File: src/rtl/prlc_pkg.sv
// ----------------------------------------------------------------------------
// prlc_pkg
// Shared types and codes of the paired read linker classifier.
// ----------------------------------------------------------------------------
package prlc_pkg;

    localparam int CFG_IDX_W = 3;
    localparam int CFG_DATA_W = 64;
    localparam int LINKER_W = 64;
    localparam int LEN_CFG_W = 6;
    localparam int RESCUE_W = 3;
    localparam int BOUND_W = 9;
    localparam int CUT_W = 9;

    localparam logic [CFG_IDX_W-1:0] CFG_LINKER_A = 3'd0;
    localparam logic [CFG_IDX_W-1:0] CFG_LINKER_B = 3'd1;
    localparam logic [CFG_IDX_W-1:0] CFG_LINKER_A_LEN = 3'd2;
    localparam logic [CFG_IDX_W-1:0] CFG_LINKER_B_LEN = 3'd3;
    localparam logic [CFG_IDX_W-1:0] CFG_RESCUE_MODE = 3'd4;
    localparam logic [CFG_IDX_W-1:0] CFG_MIN_LEN = 3'd5;
    localparam logic [CFG_IDX_W-1:0] CFG_MAX_LEN = 3'd6;

    localparam logic [RESCUE_W-1:0] RESCUE_FIRST = 3'd1;
    localparam logic [RESCUE_W-1:0] RESCUE_SECOND = 3'd2;
    localparam logic [RESCUE_W-1:0] RESCUE_ANY = 3'd3;
    localparam logic [RESCUE_W-1:0] RESCUE_BOTH = 3'd4;

    localparam logic [LEN_CFG_W-1:0] LINKER_LEN_RESET = 6'd16;
    localparam logic [BOUND_W-1:0] MAX_LEN_RESET = 9'd256;

    typedef enum logic [1:0] {
        LT_NONE = 2'd0,
        LT_A    = 2'd1,
        LT_B    = 2'd2
    } t_ltype;

    typedef enum logic [1:0] {
        CLS_AMBIGUOUS = 2'd0,
        CLS_USABLE    = 2'd1,
        CLS_CHIMERIC  = 2'd2,
        CLS_HAS_N     = 2'd3
    } t_class;

    typedef struct packed {
        logic       mate;
        logic [2:0] base;
        logic       read_end;
    } t_in_item;

    typedef struct packed {
        logic [1:0]       pair_class;
        logic [CUT_W-1:0] cut_first;
        logic [CUT_W-1:0] cut_second;
    } t_out_item;

    typedef struct packed {
        logic   n_seen;
        t_ltype type_first;
        t_ltype type_second;
    } t_pair_ctl;

endpackage

File: src/rtl/paired_read_linker_classifier.sv
// ----------------------------------------------------------------------------
// paired_read_linker_classifier
// Streams the bases of a read pair through a row of window cells, finds the
// first linker A and B start in each read and classifies the pair.
//
// Channel   Direction  Handshake                 Item
// in        input      i_in_valid / o_in_ready   one base: mate, base, read_end
// out       output     o_out_valid / i_out_ready one pair: class, two cuts
// cfg       input      i_cfg_we                  register index and data
//
// One base is taken every cycle unless the input stalls. After the base that
// closes mate 2, its pair passes in turn through the window cells, the tracker
// and the output register. The input stalls only while a finished pair record
// and the output register are both held by a waiting consumer. Reset is
// synchronous and clears all control state at once; there is no clearing pass.
// ----------------------------------------------------------------------------
module paired_read_linker_classifier #(
    parameter int MAX_READ = 256,
    parameter int MAX_LINKER = 32
) (
    input  logic                                 i_clk,
    input  logic                                 i_rst_n,
    input  logic                                 i_in_valid,
    output logic                                 o_in_ready,
    input  prlc_pkg::t_in_item                   i_in_data,
    output logic                                 o_out_valid,
    input  logic                                 i_out_ready,
    output prlc_pkg::t_out_item                  o_out_data,
    input  logic                                 i_cfg_we,
    input  logic [prlc_pkg::CFG_IDX_W-1:0]       i_cfg_idx,
    input  logic [prlc_pkg::CFG_DATA_W-1:0]      i_cfg_data
);

    localparam int NC = MAX_LINKER;
    localparam int CW = $clog2(MAX_READ + 1);
    localparam int LKW = $clog2(MAX_LINKER + 1);

    logic [prlc_pkg::LINKER_W-1:0]  r_linker_a;
    logic [prlc_pkg::LINKER_W-1:0]  r_linker_b;
    logic [prlc_pkg::LEN_CFG_W-1:0] r_len_a_cfg;
    logic [prlc_pkg::LEN_CFG_W-1:0] r_len_b_cfg;
    logic [prlc_pkg::RESCUE_W-1:0]  r_rescue;
    logic [prlc_pkg::BOUND_W-1:0]   r_min_len;
    logic [prlc_pkg::BOUND_W-1:0]   r_max_len;

    logic [LKW-1:0]  r_len_a;
    logic [LKW-1:0]  r_len_b;
    logic [2*NC-1:0] r_pat_a;
    logic [2*NC-1:0] r_pat_b;
    logic [NC-1:0]   r_use_a;
    logic [NC-1:0]   r_use_b;

    logic [LKW-1:0]  n_len_a;
    logic [LKW-1:0]  n_len_b;
    logic [prlc_pkg::LINKER_W-1:0] w_sh_a;
    logic [prlc_pkg::LINKER_W-1:0] w_sh_b;
    logic [NC-1:0]   n_use_a;
    logic [NC-1:0]   n_use_b;

    logic [CW-1:0]   r_cnt;
    logic            r_s1_valid;
    logic            r_s1_room;
    logic [CW-1:0]   r_s1_count;
    logic            r_s1_last;
    logic            r_s1_mate;
    logic            r_s1_nbase;

    logic            w_en;
    logic            w_accept;
    logic            w_room;
    logic [CW-1:0]   n_cnt;
    logic [1:0]      w_code;
    logic [1:0]      w_chain [NC+1];
    logic [NC-1:0]   w_hit_a;
    logic [NC-1:0]   w_hit_b;

    logic                 w_pr_valid;
    prlc_pkg::t_pair_ctl  w_pr_ctl;
    logic [CW-1:0]        w_pos_first;
    logic [CW-1:0]        w_len_first;
    logic [CW-1:0]        w_pos_second;
    logic [CW-1:0]        w_len_second;
    logic                 w_take;

    function automatic logic [LKW-1:0] eff_len(input logic [prlc_pkg::LEN_CFG_W-1:0] len);
        logic [LKW-1:0] res;
        if (len == '0) begin
            res = LKW'(1);
        end else if (int'(len) > MAX_LINKER) begin
            res = LKW'(MAX_LINKER);
        end else begin
            res = LKW'(len);
        end
        return res;
    endfunction

    always_ff @(posedge i_clk) begin
        if (!i_rst_n) begin
            r_linker_a <= '0;
            r_linker_b <= '0;
            r_len_a_cfg <= prlc_pkg::LINKER_LEN_RESET;
            r_len_b_cfg <= prlc_pkg::LINKER_LEN_RESET;
            r_rescue <= '0;
            r_min_len <= '0;
            r_max_len <= prlc_pkg::MAX_LEN_RESET;
        end else if (i_cfg_we) begin
            unique case (i_cfg_idx)
                prlc_pkg::CFG_LINKER_A: begin
                    r_linker_a <= i_cfg_data;
                end
                prlc_pkg::CFG_LINKER_B: begin
                    r_linker_b <= i_cfg_data;
                end
                prlc_pkg::CFG_LINKER_A_LEN: begin
                    r_len_a_cfg <= i_cfg_data[prlc_pkg::LEN_CFG_W-1:0];
                end
                prlc_pkg::CFG_LINKER_B_LEN: begin
                    r_len_b_cfg <= i_cfg_data[prlc_pkg::LEN_CFG_W-1:0];
                end
                prlc_pkg::CFG_RESCUE_MODE: begin
                    r_rescue <= i_cfg_data[prlc_pkg::RESCUE_W-1:0];
                end
                prlc_pkg::CFG_MIN_LEN: begin
                    r_min_len <= i_cfg_data[prlc_pkg::BOUND_W-1:0];
                end
                prlc_pkg::CFG_MAX_LEN: begin
                    r_max_len <= i_cfg_data[prlc_pkg::BOUND_W-1:0];
                end
                default: begin
                end
            endcase
        end
    end

    // Linkers are aligned so that the last linker base sits on the newest cell.
    always_comb begin
        n_len_a = eff_len(r_len_a_cfg);
        n_len_b = eff_len(r_len_b_cfg);
        w_sh_a = r_linker_a << (2 * (NC - int'(n_len_a)));
        w_sh_b = r_linker_b << (2 * (NC - int'(n_len_b)));
        for (int k = 0; k < NC; k++) begin
            n_use_a[k] = (k >= NC - int'(n_len_a));
            n_use_b[k] = (k >= NC - int'(n_len_b));
        end
    end

    always_ff @(posedge i_clk) begin
        r_len_a <= n_len_a;
        r_len_b <= n_len_b;
        r_pat_a <= w_sh_a[2*NC-1:0];
        r_pat_b <= w_sh_b[2*NC-1:0];
        r_use_a <= n_use_a;
        r_use_b <= n_use_b;
    end

    always_comb begin
        w_en = !w_pr_valid || w_take;
        w_accept = i_in_valid && w_en;
        w_room = (r_cnt < CW'(MAX_READ));
        n_cnt = w_room ? (r_cnt + CW'(1)) : r_cnt;
        w_code = i_in_data.base[2] ? 2'd0 : i_in_data.base[1:0];
    end

    always_ff @(posedge i_clk) begin
        if (!i_rst_n) begin
            r_cnt <= '0;
            r_s1_valid <= 1'b0;
        end else if (w_en) begin
            r_s1_valid <= w_accept;
            if (w_accept) begin
                r_cnt <= i_in_data.read_end ? '0 : n_cnt;
            end
        end
    end

    always_ff @(posedge i_clk) begin
        if (w_accept) begin
            r_s1_room <= w_room;
            r_s1_count <= n_cnt;
            r_s1_last <= i_in_data.read_end;
            r_s1_mate <= i_in_data.mate;
            r_s1_nbase <= i_in_data.base[2];
        end
    end

    assign w_chain[NC] = w_code;

    for (genvar k = 0; k < NC; k++) begin : g_cell
        prlc_cell u_cell (
            .i_clk   (i_clk),
            .i_shift (w_accept),
            .i_base  (w_chain[k+1]),
            .i_pat_a (r_pat_a[2*k+1:2*k]),
            .i_use_a (r_use_a[k]),
            .i_pat_b (r_pat_b[2*k+1:2*k]),
            .i_use_b (r_use_b[k]),
            .o_base  (w_chain[k]),
            .o_hit_a (w_hit_a[k]),
            .o_hit_b (w_hit_b[k])
        );
    end

    prlc_track #(
        .CW  (CW),
        .LKW (LKW)
    ) u_track (
        .i_clk        (i_clk),
        .i_rst_n      (i_rst_n),
        .i_step       (r_s1_valid && w_en),
        .i_room       (r_s1_room),
        .i_count      (r_s1_count),
        .i_last       (r_s1_last),
        .i_mate       (r_s1_mate),
        .i_nbase      (r_s1_nbase),
        .i_hit_a      (&w_hit_a),
        .i_hit_b      (&w_hit_b),
        .i_len_a      (r_len_a),
        .i_len_b      (r_len_b),
        .i_take       (w_take),
        .o_pr_valid   (w_pr_valid),
        .o_pr_ctl     (w_pr_ctl),
        .o_pos_first  (w_pos_first),
        .o_len_first  (w_len_first),
        .o_pos_second (w_pos_second),
        .o_len_second (w_len_second)
    );

    prlc_class #(
        .CW (CW)
    ) u_class (
        .i_clk        (i_clk),
        .i_rst_n      (i_rst_n),
        .i_pr_valid   (w_pr_valid),
        .i_pr_ctl     (w_pr_ctl),
        .i_pos_first  (w_pos_first),
        .i_len_first  (w_len_first),
        .i_pos_second (w_pos_second),
        .i_len_second (w_len_second),
        .i_rescue     (r_rescue),
        .i_min_len    (r_min_len),
        .i_max_len    (r_max_len),
        .i_out_ready  (i_out_ready),
        .o_take       (w_take),
        .o_out_valid  (o_out_valid),
        .o_out_data   (o_out_data)
    );

    assign o_in_ready = w_en;

`ifndef NO_ASSERTIONS
    a_stall_only_when_full : assert property (@(posedge i_clk) disable iff (!i_rst_n)
        !o_in_ready |-> (w_pr_valid && o_out_valid))
        else $error("input stalled without a held pair record and result");

    a_pair_end_records : assert property (@(posedge i_clk) disable iff (!i_rst_n)
        (r_s1_valid && w_en && r_s1_last && r_s1_mate) |=> w_pr_valid)
        else $error("closing base of mate 2 did not produce a pair record");

    a_take_fills_output : assert property (@(posedge i_clk) disable iff (!i_rst_n)
        w_take |=> o_out_valid)
        else $error("pair record taken but no result item presented");

    a_count_bounded : assert property (@(posedge i_clk) disable iff (!i_rst_n)
        r_cnt <= CW'(MAX_READ))
        else $error("base count passed its saturation limit");
`endif

endmodule

File: src/rtl/prlc_cell.sv
// ----------------------------------------------------------------------------
// prlc_cell
// One base of the shift window, compared against the aligned linker bases.
// ----------------------------------------------------------------------------
module prlc_cell (
    input  logic       i_clk,
    input  logic       i_shift,
    input  logic [1:0] i_base,
    input  logic [1:0] i_pat_a,
    input  logic       i_use_a,
    input  logic [1:0] i_pat_b,
    input  logic       i_use_b,
    output logic [1:0] o_base,
    output logic       o_hit_a,
    output logic       o_hit_b
);

    logic [1:0] r_base;

    always_ff @(posedge i_clk) begin
        if (i_shift) begin
            r_base <= i_base;
        end
    end

    assign o_base = r_base;
    assign o_hit_a = !i_use_a || (r_base == i_pat_a);
    assign o_hit_b = !i_use_b || (r_base == i_pat_b);

endmodule

File: src/rtl/prlc_track.sv
// ----------------------------------------------------------------------------
// prlc_track
// Per-read linker tracking and the pair record handed to the classifier.
// ----------------------------------------------------------------------------
module prlc_track #(
    parameter int CW = 9,
    parameter int LKW = 6
) (
    input  logic                 i_clk,
    input  logic                 i_rst_n,
    input  logic                 i_step,
    input  logic                 i_room,
    input  logic [CW-1:0]        i_count,
    input  logic                 i_last,
    input  logic                 i_mate,
    input  logic                 i_nbase,
    input  logic                 i_hit_a,
    input  logic                 i_hit_b,
    input  logic [LKW-1:0]       i_len_a,
    input  logic [LKW-1:0]       i_len_b,
    input  logic                 i_take,
    output logic                 o_pr_valid,
    output prlc_pkg::t_pair_ctl  o_pr_ctl,
    output logic [CW-1:0]        o_pos_first,
    output logic [CW-1:0]        o_len_first,
    output logic [CW-1:0]        o_pos_second,
    output logic [CW-1:0]        o_len_second
);

    localparam int CMPW = (CW > LKW) ? CW : LKW;

    logic             r_found_a;
    logic             r_found_b;
    logic [CW-1:0]    r_pos_a;
    logic [CW-1:0]    r_pos_b;
    logic             r_n_seen;
    prlc_pkg::t_ltype r_first_type;
    logic [CW-1:0]    r_first_pos;
    logic [CW-1:0]    r_first_len;
    logic             r_pr_valid;
    prlc_pkg::t_pair_ctl r_pr_ctl;
    logic [CW-1:0]    r_pos_first;
    logic [CW-1:0]    r_len_first;
    logic [CW-1:0]    r_pos_second;
    logic [CW-1:0]    r_len_second;

    logic             n_found_a;
    logic             n_found_b;
    logic [CW-1:0]    n_pos_a;
    logic [CW-1:0]    n_pos_b;
    prlc_pkg::t_ltype w_type;
    logic [CW-1:0]    w_pos;

    always_comb begin
        n_found_a = r_found_a || (i_hit_a && i_room && (CMPW'(i_count) >= CMPW'(i_len_a)));
        n_found_b = r_found_b || (i_hit_b && i_room && (CMPW'(i_count) >= CMPW'(i_len_b)));
        n_pos_a = r_found_a ? r_pos_a : (i_count - CW'(i_len_a));
        n_pos_b = r_found_b ? r_pos_b : (i_count - CW'(i_len_b));
        if (n_found_a && (!n_found_b || (n_pos_a <= n_pos_b))) begin
            w_type = prlc_pkg::LT_A;
            w_pos = n_pos_a;
        end else if (n_found_b) begin
            w_type = prlc_pkg::LT_B;
            w_pos = n_pos_b;
        end else begin
            w_type = prlc_pkg::LT_NONE;
            w_pos = '0;
        end
    end

    always_ff @(posedge i_clk) begin
        if (!i_rst_n) begin
            r_found_a <= 1'b0;
            r_found_b <= 1'b0;
            r_pos_a <= '0;
            r_pos_b <= '0;
            r_n_seen <= 1'b0;
            r_first_type <= prlc_pkg::LT_NONE;
            r_first_pos <= '0;
            r_first_len <= '0;
            r_pr_valid <= 1'b0;
        end else begin
            if (i_take) begin
                r_pr_valid <= 1'b0;
            end
            if (i_step) begin
                if (i_last) begin
                    r_found_a <= 1'b0;
                    r_found_b <= 1'b0;
                    r_pos_a <= '0;
                    r_pos_b <= '0;
                    if (!i_mate) begin
                        r_first_type <= w_type;
                        r_first_pos <= w_pos;
                        r_first_len <= i_count;
                        r_n_seen <= r_n_seen || i_nbase;
                    end else begin
                        r_first_type <= prlc_pkg::LT_NONE;
                        r_first_pos <= '0;
                        r_first_len <= '0;
                        r_n_seen <= 1'b0;
                        r_pr_valid <= 1'b1;
                    end
                end else begin
                    r_found_a <= n_found_a;
                    r_found_b <= n_found_b;
                    r_pos_a <= n_found_a ? n_pos_a : '0;
                    r_pos_b <= n_found_b ? n_pos_b : '0;
                    r_n_seen <= r_n_seen || i_nbase;
                end
            end
        end
    end

    always_ff @(posedge i_clk) begin
        if (i_step && i_last && i_mate) begin
            r_pr_ctl.n_seen <= r_n_seen || i_nbase;
            r_pr_ctl.type_first <= r_first_type;
            r_pr_ctl.type_second <= w_type;
            r_pos_first <= r_first_pos;
            r_len_first <= r_first_len;
            r_pos_second <= w_pos;
            r_len_second <= i_count;
        end
    end

    assign o_pr_valid = r_pr_valid;
    assign o_pr_ctl = r_pr_ctl;
    assign o_pos_first = r_pos_first;
    assign o_len_first = r_len_first;
    assign o_pos_second = r_pos_second;
    assign o_len_second = r_len_second;

endmodule

File: src/rtl/prlc_class.sv
// ----------------------------------------------------------------------------
// prlc_class
// Applies the N check, length bounds and rescue mode; holds the result item.
// ----------------------------------------------------------------------------
module prlc_class #(
    parameter int CW = 9
) (
    input  logic                                i_clk,
    input  logic                                i_rst_n,
    input  logic                                i_pr_valid,
    input  prlc_pkg::t_pair_ctl                 i_pr_ctl,
    input  logic [CW-1:0]                       i_pos_first,
    input  logic [CW-1:0]                       i_len_first,
    input  logic [CW-1:0]                       i_pos_second,
    input  logic [CW-1:0]                       i_len_second,
    input  logic [prlc_pkg::RESCUE_W-1:0]       i_rescue,
    input  logic [prlc_pkg::BOUND_W-1:0]        i_min_len,
    input  logic [prlc_pkg::BOUND_W-1:0]        i_max_len,
    input  logic                                i_out_ready,
    output logic                                o_take,
    output logic                                o_out_valid,
    output prlc_pkg::t_out_item                 o_out_data
);

    localparam int LW = (CW > prlc_pkg::BOUND_W) ? CW : prlc_pkg::BOUND_W;

    logic                r_out_valid;
    prlc_pkg::t_out_item r_out_data;

    logic                n_take;
    prlc_pkg::t_class    w_class;
    logic [CW-1:0]       w_cut1;
    logic [CW-1:0]       w_cut2;
    logic [CW-1:0]       w_v1;
    logic [CW-1:0]       w_v2;
    logic                w_oob;
    logic                w_t1;
    logic                w_t2;
    logic                w_resc_first;
    logic                w_resc_second;
    logic                w_resc_both;

    always_comb begin
        n_take = i_pr_valid && (!r_out_valid || i_out_ready);
        w_t1 = (i_pr_ctl.type_first != prlc_pkg::LT_NONE);
        w_t2 = (i_pr_ctl.type_second != prlc_pkg::LT_NONE);
        w_v1 = w_t1 ? i_pos_first : i_len_first;
        w_v2 = w_t2 ? i_pos_second : i_len_second;
        w_oob = (LW'(w_v1) < LW'(i_min_len)) || (LW'(w_v1) > LW'(i_max_len))
             || (LW'(w_v2) < LW'(i_min_len)) || (LW'(w_v2) > LW'(i_max_len));
        w_resc_first = (i_rescue == prlc_pkg::RESCUE_FIRST)
                    || (i_rescue == prlc_pkg::RESCUE_ANY);
        w_resc_second = (i_rescue == prlc_pkg::RESCUE_SECOND)
                     || (i_rescue == prlc_pkg::RESCUE_ANY);
        w_resc_both = (i_rescue == prlc_pkg::RESCUE_ANY)
                   || (i_rescue == prlc_pkg::RESCUE_BOTH);
        w_class = prlc_pkg::CLS_AMBIGUOUS;
        w_cut1 = i_len_first;
        w_cut2 = i_len_second;
        priority if (i_pr_ctl.n_seen) begin
            w_class = prlc_pkg::CLS_HAS_N;
        end else if (w_oob) begin
            w_class = prlc_pkg::CLS_AMBIGUOUS;
        end else if (w_t1 && (i_pr_ctl.type_first == i_pr_ctl.type_second)) begin
            w_class = prlc_pkg::CLS_USABLE;
            w_cut1 = i_pos_first;
            w_cut2 = i_pos_second;
        end else if (w_t1 && w_t2) begin
            w_class = prlc_pkg::CLS_CHIMERIC;
        end else if (!w_t1 && w_t2 && w_resc_first) begin
            w_class = prlc_pkg::CLS_USABLE;
            w_cut2 = i_pos_second;
        end else if (w_t1 && !w_t2 && w_resc_second) begin
            w_class = prlc_pkg::CLS_USABLE;
            w_cut1 = i_pos_first;
        end else if (!w_t1 && !w_t2 && w_resc_both) begin
            w_class = prlc_pkg::CLS_USABLE;
        end else begin
            w_class = prlc_pkg::CLS_AMBIGUOUS;
        end
    end

    always_ff @(posedge i_clk) begin
        if (!i_rst_n) begin
            r_out_valid <= 1'b0;
        end else if (n_take) begin
            r_out_valid <= 1'b1;
        end else if (i_out_ready) begin
            r_out_valid <= 1'b0;
        end
    end

    always_ff @(posedge i_clk) begin
        if (n_take) begin
            r_out_data.pair_class <= w_class;
            r_out_data.cut_first <= w_cut1[prlc_pkg::CUT_W-1:0];
            r_out_data.cut_second <= w_cut2[prlc_pkg::CUT_W-1:0];
        end
    end

    assign o_take = n_take;
    assign o_out_valid = r_out_valid;
    assign o_out_data = r_out_data;

endmodule
File: config.mk
export PLATFORM = sky130hd
export DESIGN_NAME = paired_read_linker_classifier
export DESIGN_NICKNAME = d
export VERILOG_FILES = /design/src/rtl/prlc_pkg.sv /design/src/rtl/paired_read_linker_classifier.sv /design/src/rtl/prlc_cell.sv /design/src/rtl/prlc_track.sv /design/src/rtl/prlc_class.sv
export SDC_FILE = /design/constraint.sdc
export NUM_CORES = 1
export LEC_CHECK = 0
export ABC_CLOCK_PERIOD_IN_PS = 5800
export BUFFER_PORTS_ARGS = -buffer_cell sky130_fd_sc_hd__buf_2
export CAP_MARGIN = 20
export CORE_MARGIN = 8
export CORE_UTILIZATION = 40
export DETAILED_ROUTE_END_ITERATION = 10
export MAX_ROUTING_LAYER = met4
export PLACE_DENSITY_LB_ADDON = 0.05
export SLEW_MARGIN = 20
export SYNTH_ARGS = -nofsm -noshare
export SYNTH_HDL_FRONTEND = slang
export SYNTH_SLANG_ARGS = --single-unit
File: constraint.sdc
create_clock -name i_clk -period 5.8 [get_ports i_clk]
set_input_delay 1.16 -clock i_clk [delete_from_list [all_inputs] [get_ports i_clk]]
set_output_delay 1.16 -clock i_clk [all_outputs]
set_load 0.01 [all_outputs]
* After elaboration in Yosys (flattened, before gate mapping)
Index checks and enable logic that the tools add are counted.
** Word-level totals
- Register bits :: 556
- Input bits :: 77
- Word-level logic and storage cells :: 455
** Operators by class
- Mux-type cells :: 47
- Shift-type cells :: 2
- Reduce and logical (&&, ||, !) cells :: 180
- Add/sub/neg operators :: 5
- Equality and inequality tests :: 75
- Order comparisons :: 74
** Operators with widths (number)
- $ge 6x7->1 const A :: 32
- $mux 9 :: 24
- $eq 2x2->1 :: 65
- $shl 64x32->64 :: 2
- $ge 5x7->1 const A :: 16
- $logic_or 1x1->1 :: 76
- $logic_not 1->1 :: 69
- $reduce_and 32->1 :: 2
- $ge 4x7->1 const A :: 8
- $ge 3x7->1 const A :: 4
- $mux 6 :: 4
- $ge 9x6->1 :: 2
- $gt 9x9->1 :: 2
- $logic_and 1x1->1 :: 18
- $lt 9x9->1 :: 2
- $reduce_and 2->1 :: 9
- $sub 9x6->9 :: 2
- $mux 2 :: 8
- $ge 1x7->1 const A :: 2
- $ge 2x7->1 const A :: 2
- $sub 6x6->7 const A :: 2
- $eq 3x2->1 const B :: 4
- $eq 3x3->1 const B :: 4
- $gt 6x6->1 const B :: 2
- other kinds (8) :: 22

* Logic depth before layout (Yosys ltp)
Gate-level depths: netlist of run 1.
- Depth in word-level cells :: 11
- Gate-level depth with buffers :: 20

* Modules after synthesis
A second synthesis of run 1 with hierarchy kept.
** Unflattened totals
- Cell total of the unflattened synthesis :: 3225
- Area, all modules :: 29547.1 um2
** Modules (own cells, without submodules)
- paired_read_linker_classifier :: instances 1, cells an instance 2404, area each 20009.2 um2, sequential area each 7897.6 um2
- prlc_track :: instances 1, cells an instance 381, area each 4122.7 um2, sequential area each 2072.0 um2
- prlc_cell :: instances 32, cells an instance 8, area each 105.1 um2, sequential area each 60.1 um2
- prlc_class :: instances 1, cells an instance 184, area each 2052.0 um2, sequential area each 620.6 um2

* Least setup slack after synthesis of run 1
OpenSTA, ideal clock, no wires.
- Path type :: register -> register
- Start point :: register r_s1_count[0]
- End point :: register u_track.r_first_pos[2]
- Cell stages (with the launch flop) :: 18
- Arrival time :: 3.704 ns
- Buffers on the path :: 0
- Period minus slack after synthesis :: 3.822 ns
- Library setup time :: 0.117 ns
- Required time :: 5.683 ns
- Path slack :: 1.978 ns
- Cell sequence :: edfxtp_1 > inv_1 > ha_1 > inv_1 > fa_1 > a21oi_2 > o21bai_1 > xnor2_1 > o21ai_0 > ha_1 > a21o_1 > a211o_1 > o21ai_0 > o21ai_1 > a211oi_2 > nor2_1 > a22o_1 > a32o_1
** Between the ends
- Longest elaborated chain between the ends :: 8
- Elaborated cells on any way between the ends :: 17
- Classes of those cells :: add/sub (2); order compare (3); mux (5); reduce/logical (7)
** Ends and longest elaborated chain
- start, declared :: line paired_read_linker_classifier.sv:63 : logic [CW-1:0] r_s1_count;
- start signal, assigned :: line paired_read_linker_classifier.sv:179 : r_s1_count <= n_cnt;
- parallel branches: the longest is 6 deep, another holds $sub 9x6->9
- $mux 9 * :: line prlc_track.sv:59 : if (n_found_a && (!n_found_b || (n_pos_a <= n_pos_b))) begin
- named net u_track.w_pos[2] :: line prlc_track.sv:52 : logic [CW-1:0] w_pos;
- $mux 9 * :: line prlc_track.sv:92 : if (!i_mate) begin
- end signal, assigned :: line prlc_track.sv:94 : r_first_pos <= w_pos;
- end, declared :: line prlc_track.sv:38 : logic [CW-1:0] r_first_pos;
Mark *: on every way through the listed nets, which the timed path passes.
A chain may end at the register's enable or synchronous reset.

* Worst setup path after layout of run 1
- Start point :: register r_len_a_cfg[5] in the netlist's numbering
- End point :: register r_pat_a[59]
** Between the ends
- Longest elaborated chain between the ends :: 5
- Elaborated cells on any way between the ends :: 6
- Classes of those cells :: add/sub (1); order compare (1); shift (1); mux (2); reduce/logical (1)
** Ends and longest elaborated chain
- start, declared :: line paired_read_linker_classifier.sv:40 : logic [prlc_pkg::LEN_CFG_W-1:0] r_len_a_cfg;
- start signal, assigned :: line paired_read_linker_classifier.sv:101 : r_len_a_cfg <= prlc_pkg::LINKER_LEN_RESET;
- start signal, assigned :: line paired_read_linker_classifier.sv:115 : r_len_a_cfg <= i_cfg_data[prlc_pkg::LEN_CFG_W-1:0];
- $gt 6x6->1 :: line paired_read_linker_classifier.sv:89 : end else if (int'(len) > MAX_LINKER) begin
- $mux 6 :: line paired_read_linker_classifier.sv:89
- $mux 6 * :: line paired_read_linker_classifier.sv:87 : if (len == '0) begin
- $sub 6x6->7 * :: line paired_read_linker_classifier.sv:139 : w_sh_a = r_linker_a << (2 * (NC - int'(n_len_a)));
- $shl 64x32->64 * :: line paired_read_linker_classifier.sv:139
- end signal, assigned :: line paired_read_linker_classifier.sv:150 : r_pat_a <= w_sh_a[2*NC-1:0];
- end, declared :: line paired_read_linker_classifier.sv:48 : logic [2*NC-1:0] r_pat_a;
Every way passes the cells marked *; elsewhere a longest branch is shown, timed or not.

==> results of run 1 <==
[stage by stage]
stage	hold WS, ps	std cells
2_1_floorplan	409	3045
3_3_place_gp	418	3857
3_5_place_dp	428	3857
4_1_cts	434	3977
5_1_grt	446	3978
6_report	433	3979
[cells in the final DEF (no fill, tap or decap), drive strengths merged, types with 49 or more instances in the layout]
cell type | netlist | routed
a21boi | 153 | 153
a21oi | 122 | 122
buf | 35 | 134
clkbuf | 168 | 98
dfxtp | 418 | 418
edfxtp | 138 | 138
ha | 62 | 62
inv | 63 | 68
mux2 | 49 | 49
mux2i | 127 | 127
nand2 | 537 | 537
nand3 | 102 | 102
nor2 | 156 | 156
nor2b | 66 | 66
nor3 | 54 | 54
o21ai | 255 | 255
xor2 | 134 | 134
[final timing paths]
check / cells after the start / endpoint
hold reg to reg: 0 / u_track.o_pos_first[2]
hold / removal: 0 / u_track.o_pos_first[2]
setup reg to reg: 12 / r_pat_a[59]
setup / recovery: 12 / r_pat_a[59]
[state kept, by name, indices dropped and copies added (netlist names), 20 cells and up]
register / flops
u_class.o_out_data: 20
r_use_b: 32
r_linker_b: 64
r_pat_b: 64
r_pat_a: 64
r_use_a: 32
g_cell.u_cell.o_base: 64
r_linker_a: 64
[per-layer routing]
metal	GRT usage, %	routed length (microns)
met3	4.70	7670
met2	36.5	42100
met1	39.3	50500
met4	5.95	2450
met5	-	0
[area by class of cell]
type                            count  area share, %
Multi-Input combinational cell   2222           45.8
Sequential cell                   556           40.3
Clock buffer                       98           6.24
Tap cell                          882           3.56
Timing Repair Buffer              134           2.52
Clock inverter                     22          0.795
Inverter                           64          0.790
Antenna cell                        1        0.00807
[logic make-up (layout without fill, tap and decap cells)]
kind of cell	after synthesis	count (layout)	share of synthesized area (%)
AO/OA/AOI/OAI	760	760	17.8
XOR/XNOR	149	149	4.73
adder cells (fa/ha/maj)	65	65	2.99
buffers and inverters	267	318	3.75
flip-flops	556	556	45.3
multiplexers	201	201	8.64
other	1	3	0.0136
AND/OR/NAND/NOR	1045	1045	16.8
[critical path, cell delays in order, from the launching register on]
cell	delay [ps]
dfxtp_1	720
nor2_2	80
buf_4	290
clkinv_2	90
ha_1	440
nor2b_2	70
buf_4	250
inv_2	500
nand2_1	510
or2_2	480
o21ai_0	660
mux2i_1	210
a21oi_1	370
[report_power, final]
| group | internal [mW] | switching (mW) |
|---|---|---|
| clock | 2.47 | 1.72 |
| sequential | 4.15 | 0.174 |
| combinational | 0.366 | 0.749 |
==> results.md, run 1 <==
* CP Max Fanout at 38
* Nets at 3185
* Synth async-reset ratio at 0%
* Number of global-route vias before repair at 21700
* Max Clk Rate at 0.207 GHz
* Detail-routed via count per cell at 5.78
* Top cells by area, synth: dfxtp_1, edfxtp_1, nand2_1
* Yosys reg bits at 556
* Worst Setup End Kind: flip-flop
* Unrepaired setup endpoints after global routing: no
* CTS tree: done
* Setup TNS at 0 ps
* RR Startpoint: r_len_a_cfg[5]
* Commonest cells in the netlist: nand2_1, dfxtp_1, o21ai_0, clkbuf_1, nor2_1
* Port bufs at 98
* Worst-Skew Late Latency at 610 ps
* GR Overflow Total at 0
* Worst rel slew slack at 24.0%
* Multi-input gate area at 14200 sq um
* Hold_sp: u_track.r_first_pos[2]
* CP Launch Type: flip-flop
* Final clock skew at 22.9 ps
* Htree depth at 3
* Placed cell areas at 28800 sq um
* WL final at 103000 microns
* Fin worst setup slack at 964 ps
* Ys Warns at 0
* Outcome: complete, no violations
* Post-Syn Area at 27600 sq um
* CTS root buf: clkbuf_16
* Slew @ Worst Pin at 1130 ps
* Arrival @ worst endpoint at 5320 ps
* Post-DR wirelength/cell at 25.8 microns
* Inserted Clock Buffers at 66
* Cell taking the most area after synthesis: dfxtp_1
* Crit path kind: reg -> reg
* 1st-pass router iterations at 8
* FP Rows at 96
* Post-route DRC violation count at 0
* Die area at 77700 sq um
* Place WS at 1140 ps
* Pleak at 11.9 nW
* Max cap viols at 0
* Max clock buf depth at 3
* Total power at 9.63 mW
* Predominant post-synthesis flop cell: dfxtp_1
* Sequential area share after synthesis at 45.3%
* Most frequent cell after synthesis: nand2_1
* Largest net degree at the start of global routing at 164
* Number of enable flip-flop cells after synthesis at 138
* Starting Density at 40.3%
* Final Hold Viols at 0
* Distinct cells, synth at 80
* Reg2Reg Setup Slack at 960 ps
* Setup Viol. Count Final at 0
* PostCTS Resize Cnt at 0
* Post-DP HPWL at 77300 microns
* Worst Hold Class: reg -> reg
* Crit share post-route at 83.4%
* CP required at 6280 ps
* Vias post-DR at 23000
* Initial antenna violation count at 5
* First-pass GRT wire length at 149000 microns
* DR iter-0 viols at 2529
* Clock sinks at 556
* RePlAce Congestion at 0.944
* Fillers at 6714
* Reg clk slew, reported paths at 70 ps
* Sequential Area at 12500 sq um
* Area delta synth->final at 12.3%
* Die width at 279 microns
* Core Util, Final at 45.3%
* Cell Pwr Density at 311 nW/um^2
* I/O pins at 99
* Yosys top cell area share at 30.3%
* Crit path from: r_len_a_cfg[5]
* VDD IR-drop max at 177 uV
* Fin area at 31000 sq um
* Post-CTS Hold Fix Bufs at 0
* Post-Synthesis Cells at 3044
* Core Footprint at 68500 sq um
* Post-route ant nets at 0
* Setup bufs post-CTS at 0
* All-Layer GR Usage at 26.3%
* Die height at 279 microns
* Pins Over Slew Limit at 0
* Share of cells above drive strength 1 at 11.3%
* Min Tclk post-route at 4840 ps
* Post-Syn Area per Cell at 9.07 sq um
Note: power is estimated with default switching activity, not from simulation.
==> inputs of run 2 (changes only) <==
- ABC_AREA: not set -> 1
- ABC_CLOCK_PERIOD_IN_PS: 5800 -> 4300
- clock period: 5.8 -> 4.3 ns (I/O delays scaled with it)
==> results.md, run 2 <==
* Final Hold Viols at 0 (unchanged)
* Min Tclk post-route at 3870 ps (was 4840 ps)
* Worst Setup EP: u_class.o_out_data[0] (was r_pat_a[59])
* Crit share post-route at 90.0% (was 83.4%)
* Sequential area share after synthesis at 44.8% (was 45.3%)
* Pins Over Slew Limit at 0 (unchanged)
* Synth Area in Compound Gates at 17.7% (was 17.8%)
* Ys Warns at 0 (unchanged)
* Post-Synthesis Cells at 3713 (was 3044)
* RR Startpoint: u_track.o_pr_ctl[0] (was r_len_a_cfg[5])
* CP Launch Type: flip-flop (unchanged)
* Nets at 3887 (was 3185)
* Max cap viols at 0 (unchanged)
* First-pass GRT wire length at 159000 microns (was 149000 microns)
* Post-DP HPWL at 86100 microns (was 77300 microns)
* Multi-input gate area at 13200 sq um (was 14200 sq um)
* Setup Viol. Count Final at 0 (unchanged)
* Leading cell type in the layout, fill and taps excluded: nand2_1 (unchanged)
* CP required at 4680 ps (was 6280 ps)
* Number of global-route vias before repair at 23500 (was 21700)
* Worst path most repeated cell: nand2_1 (was buf_4)
* Largest stage delay, worst path at 410 ps (was 720 ps)
* Core Util, Final at 45.1% (was 45.3%)
* All-Layer GR Usage at 27.7% (was 26.3%)
* Synth Area in XOR/XNOR at 4.41% (was 4.73%)
* Critical Path, Cell by Cell: nor2_1 -> buf_4 -> clkinv_1 -> nand2_1 -> nand2_1 -> ha_1 -> a21oi_1 -> o21a_1 -> o21ai_0 -> nand2_1 -> nand2_1 -> a21oi_1 -> nor2_1 -> o21ai_0 -> nand2_1 -> nor2_1 -> nand2_1 -> nand2_1 -> nand2_1 (was nor2_2 -> buf_4 -> clkinv_2 -> ha_1 -> nor2b_2 -> buf_4 -> inv_2 -> nand2_1 -> or2_2 -> o21ai_0 -> mux2i_1 -> a21oi_1)
* Yosys top cell area share at 30.0% (was 30.3%)
* Outcome: complete, no violations (unchanged)
* Most frequent cells in the layout: nand2_1, dfxtp_1, o21ai_0, nor2_1, inv_1 (was nand2_1, dfxtp_1, o21ai_0, nor2_1, a21boi_0)
* CP Buf/Inv Count at 2 (was 4)
* Number of enable flip-flop cells after synthesis at 138 (unchanged)
* Area delta synth->final at 12.2% (was 12.3%)
* Cell taking the most area after synthesis: dfxtp_1 (unchanged)
* CP Max Fanout at 13 (was 38)
* Cell Pwr Density at 457 nW/um^2 (was 311 nW/um^2)
* Die height at 280 microns (was 279 microns)
* Post-Synth Simple-Gate Area at 21.6% (was 16.8%)
* Crit path kind: reg -> reg (unchanged)
* Max Clk Rate at 0.259 GHz (was 0.207 GHz)
* Reg2Reg Setup Slack at 430 ps (was 960 ps)
* Pleak at 12.8 nW (was 11.9 nW)
* Final clock skew at 43.5 ps (was 22.9 ps)
* Vias post-DR at 25600 (was 23000)
* Arrival @ worst endpoint at 4250 ps (was 5320 ps)
* Distinct cells, synth at 55 (was 80)
* Die area at 78500 sq um (was 77700 sq um)
* Worst-Skew Late Latency at 660 ps (was 610 ps)
* Unrepaired setup endpoints after global routing: no (unchanged)
* Htree depth at 2 (was 3)
* Most frequent cell after synthesis: nand2_1 (unchanged)
* Reg clk slew, reported paths at 60 ps (was 70 ps)
* Reg2Reg Depth at 19 (was 12)
* Core Footprint at 69500 sq um (was 68500 sq um)
* Initial antenna violation count at 5 (unchanged)
* Crit-path leading delay family: simple AND/OR/NAND/NOR gates (unchanged)
* Post-route ant nets at 0 (unchanged)
* Crit path from: u_track.o_pr_ctl[0] (was r_len_a_cfg[5])
* DR iter-0 viols at 3095 (was 2529)
* I/O pins at 99 (unchanged)
* Setup TNS at 0 ps (unchanged)
* VDD IR-drop max at 381 uV (was 177 uV)
* Largest net degree at the start of global routing at 93 (was 164)
* WP depth at 19 (was 12)
* Sequential Area at 12500 sq um (unchanged)
* Synth async-reset ratio at 0% (unchanged)
* Die width at 280 microns (was 279 microns)
* WL final at 109000 microns (was 103000 microns)
* Commonest cells in the netlist: nand2_1, dfxtp_1, o21ai_0, nor2_1, inv_1 (was nand2_1, dfxtp_1, o21ai_0, clkbuf_1, nor2_1)
* Post-route DRC violation count at 0 (unchanged)
* Detail-routed via count per cell at 5.39 (was 5.78)
* Main combinational cell family by area after synthesis: simple AND/OR/NAND/NOR gates (was compound AO/OA/AOI/OAI gates)
* Worst Setup End Kind: flip-flop (unchanged)
* Post-Syn Area per Cell at 7.52 sq um (was 9.07 sq um)
* Mux share of post-synthesis cell area at 0.573% (was 8.64%)
* Max clock buf depth at 3 (unchanged)
* R2R Path End: u_class.o_out_data[0] (was r_pat_a[59])
* Share of cells above drive strength 1 at 9.96% (was 11.3%)
* FP Rows at 97 (was 96)
* Post-Syn Area at 27900 sq um (was 27600 sq um)
* Port bufs at 98 (unchanged)
* RePlAce Congestion at 1.00 (was 0.944)
* Fillers at 7186 (was 6714)
* Worst rel slew slack at 37.5% (was 24.0%)
* Starting Density at 40.2% (was 40.3%)
* Slew @ Worst Pin at 933 ps (was 1130 ps)
* 1st-pass router iterations at 6 (was 8)
* Post-DR wirelength/cell at 23.0 microns (was 25.8 microns)
* CP max-delay cell: edfxtp_1 (was dfxtp_1)
* Worst Hold Class: reg -> reg (unchanged)
* Post-synthesis adder-cell area fraction at 2.92% (was 2.99%)
* Top cells by area, synth: dfxtp_1, edfxtp_1, nand2_1 (unchanged)
* GR Overflow Total at 0 (unchanged)
* CTS root buf: clkbuf_16 (unchanged)
* Predominant post-synthesis flop cell: dfxtp_1 (unchanged)
* Clock sinks at 556 (unchanged)
* Yosys reg bits at 556 (unchanged)
* CTS tree: done (unchanged)
* Inserted Clock Buffers at 61 (was 66)
## run 2: changes by cell type in the layout (fill, tap and decap cells not counted), moves of 111 or more
| cell | delta |
|---|---|
| a21boi_0 | -145 |
| o21ai_0 | +133 |
| inv_1 | +246 |
| nand2_1 | +398 |
| o21ai_1 | +133 |
| a21oi_1 | +116 |
| nor2_1 | +190 |
| mux2i_1 | -111 |
## run 2: metal layers
| layer | vias up | track usage (%) | part of all wire [%] |
|---|---|---|---|
| li1 | 12200 | - | - |
| met1 | 12100 | 42.4 | 50 |
| met2 | 1052 | 37.6 | 40 |
| met3 | 121 | 4.05 | 7.8 |
| met4 | 0 | 6.64 | 2.4 |
| met5 | - | - | 0 |
## run 2: logic make-up after synthesis
kind of cell    Yosys count
compound gates          908
xor+xnor                139
flops                   556
mux                      16
buf+inv                 545
other cells               1
fa+ha+maj                64
simple gates           1484
## run 2: how the worst min path moves through the flow
stage | from | to | cells after the start
floorplan | u_track.r_first_len[0] | u_track.o_len_first[0] | 0
global placement | r_len_a_cfg[5] | r_len_a[5] | 0
detailed placement | r_len_a_cfg[5] | r_len_a[5] | 0
CTS | i_in_data[4] | r_s1_mate | 1
global route | i_in_data[4] | r_s1_mate | 1
finish | r_len_a_cfg[5] | r_len_a[5] | 0
## run 2: what timing repair did
item	CTS	global route
buffers inserted	0	1
endpoints found under the hold margin	0	0
setup endpoints to repair	0	9
hold buffers	0	0
resized for setup	0	1
## run 2: metrics by stage
step	power [mW]	worst slack (ps)	hold slack, ps	cell area, sq um	instances
finish	14.3	432	410	31400	4738
global placement	8.93	377	386	29300	4622
global route	14.9	48.7	402	31400	4738
CTS	14.3	441	388	31300	4736
floorplan	7.86	800	409	27900	3714
detailed placement	8.92	437	389	29300	4622
## run 2: report_power, final
group | total (mW) | internal (mW) | switching (mW)
clock network | 5.42 | 3.19 | 2.24
registers | 6.10 | 5.80 | 0.301
logic | 2.79 | 0.835 | 1.96
total | 14.3 | 9.82 | 4.49
## run 2: final cells by class
class | count | area share (%)
Multi-Input combinational cell | 2613 | 42.1
Inverter | 348 | 4.19
Timing Repair Buffer | 166 | 3.40
Clock buffer | 87 | 5.57
Antenna cell | 1 | 0.00798
Tap cell | 940 | 3.75
Clock inverter | 27 | 1.10
Sequential cell | 556 | 39.9
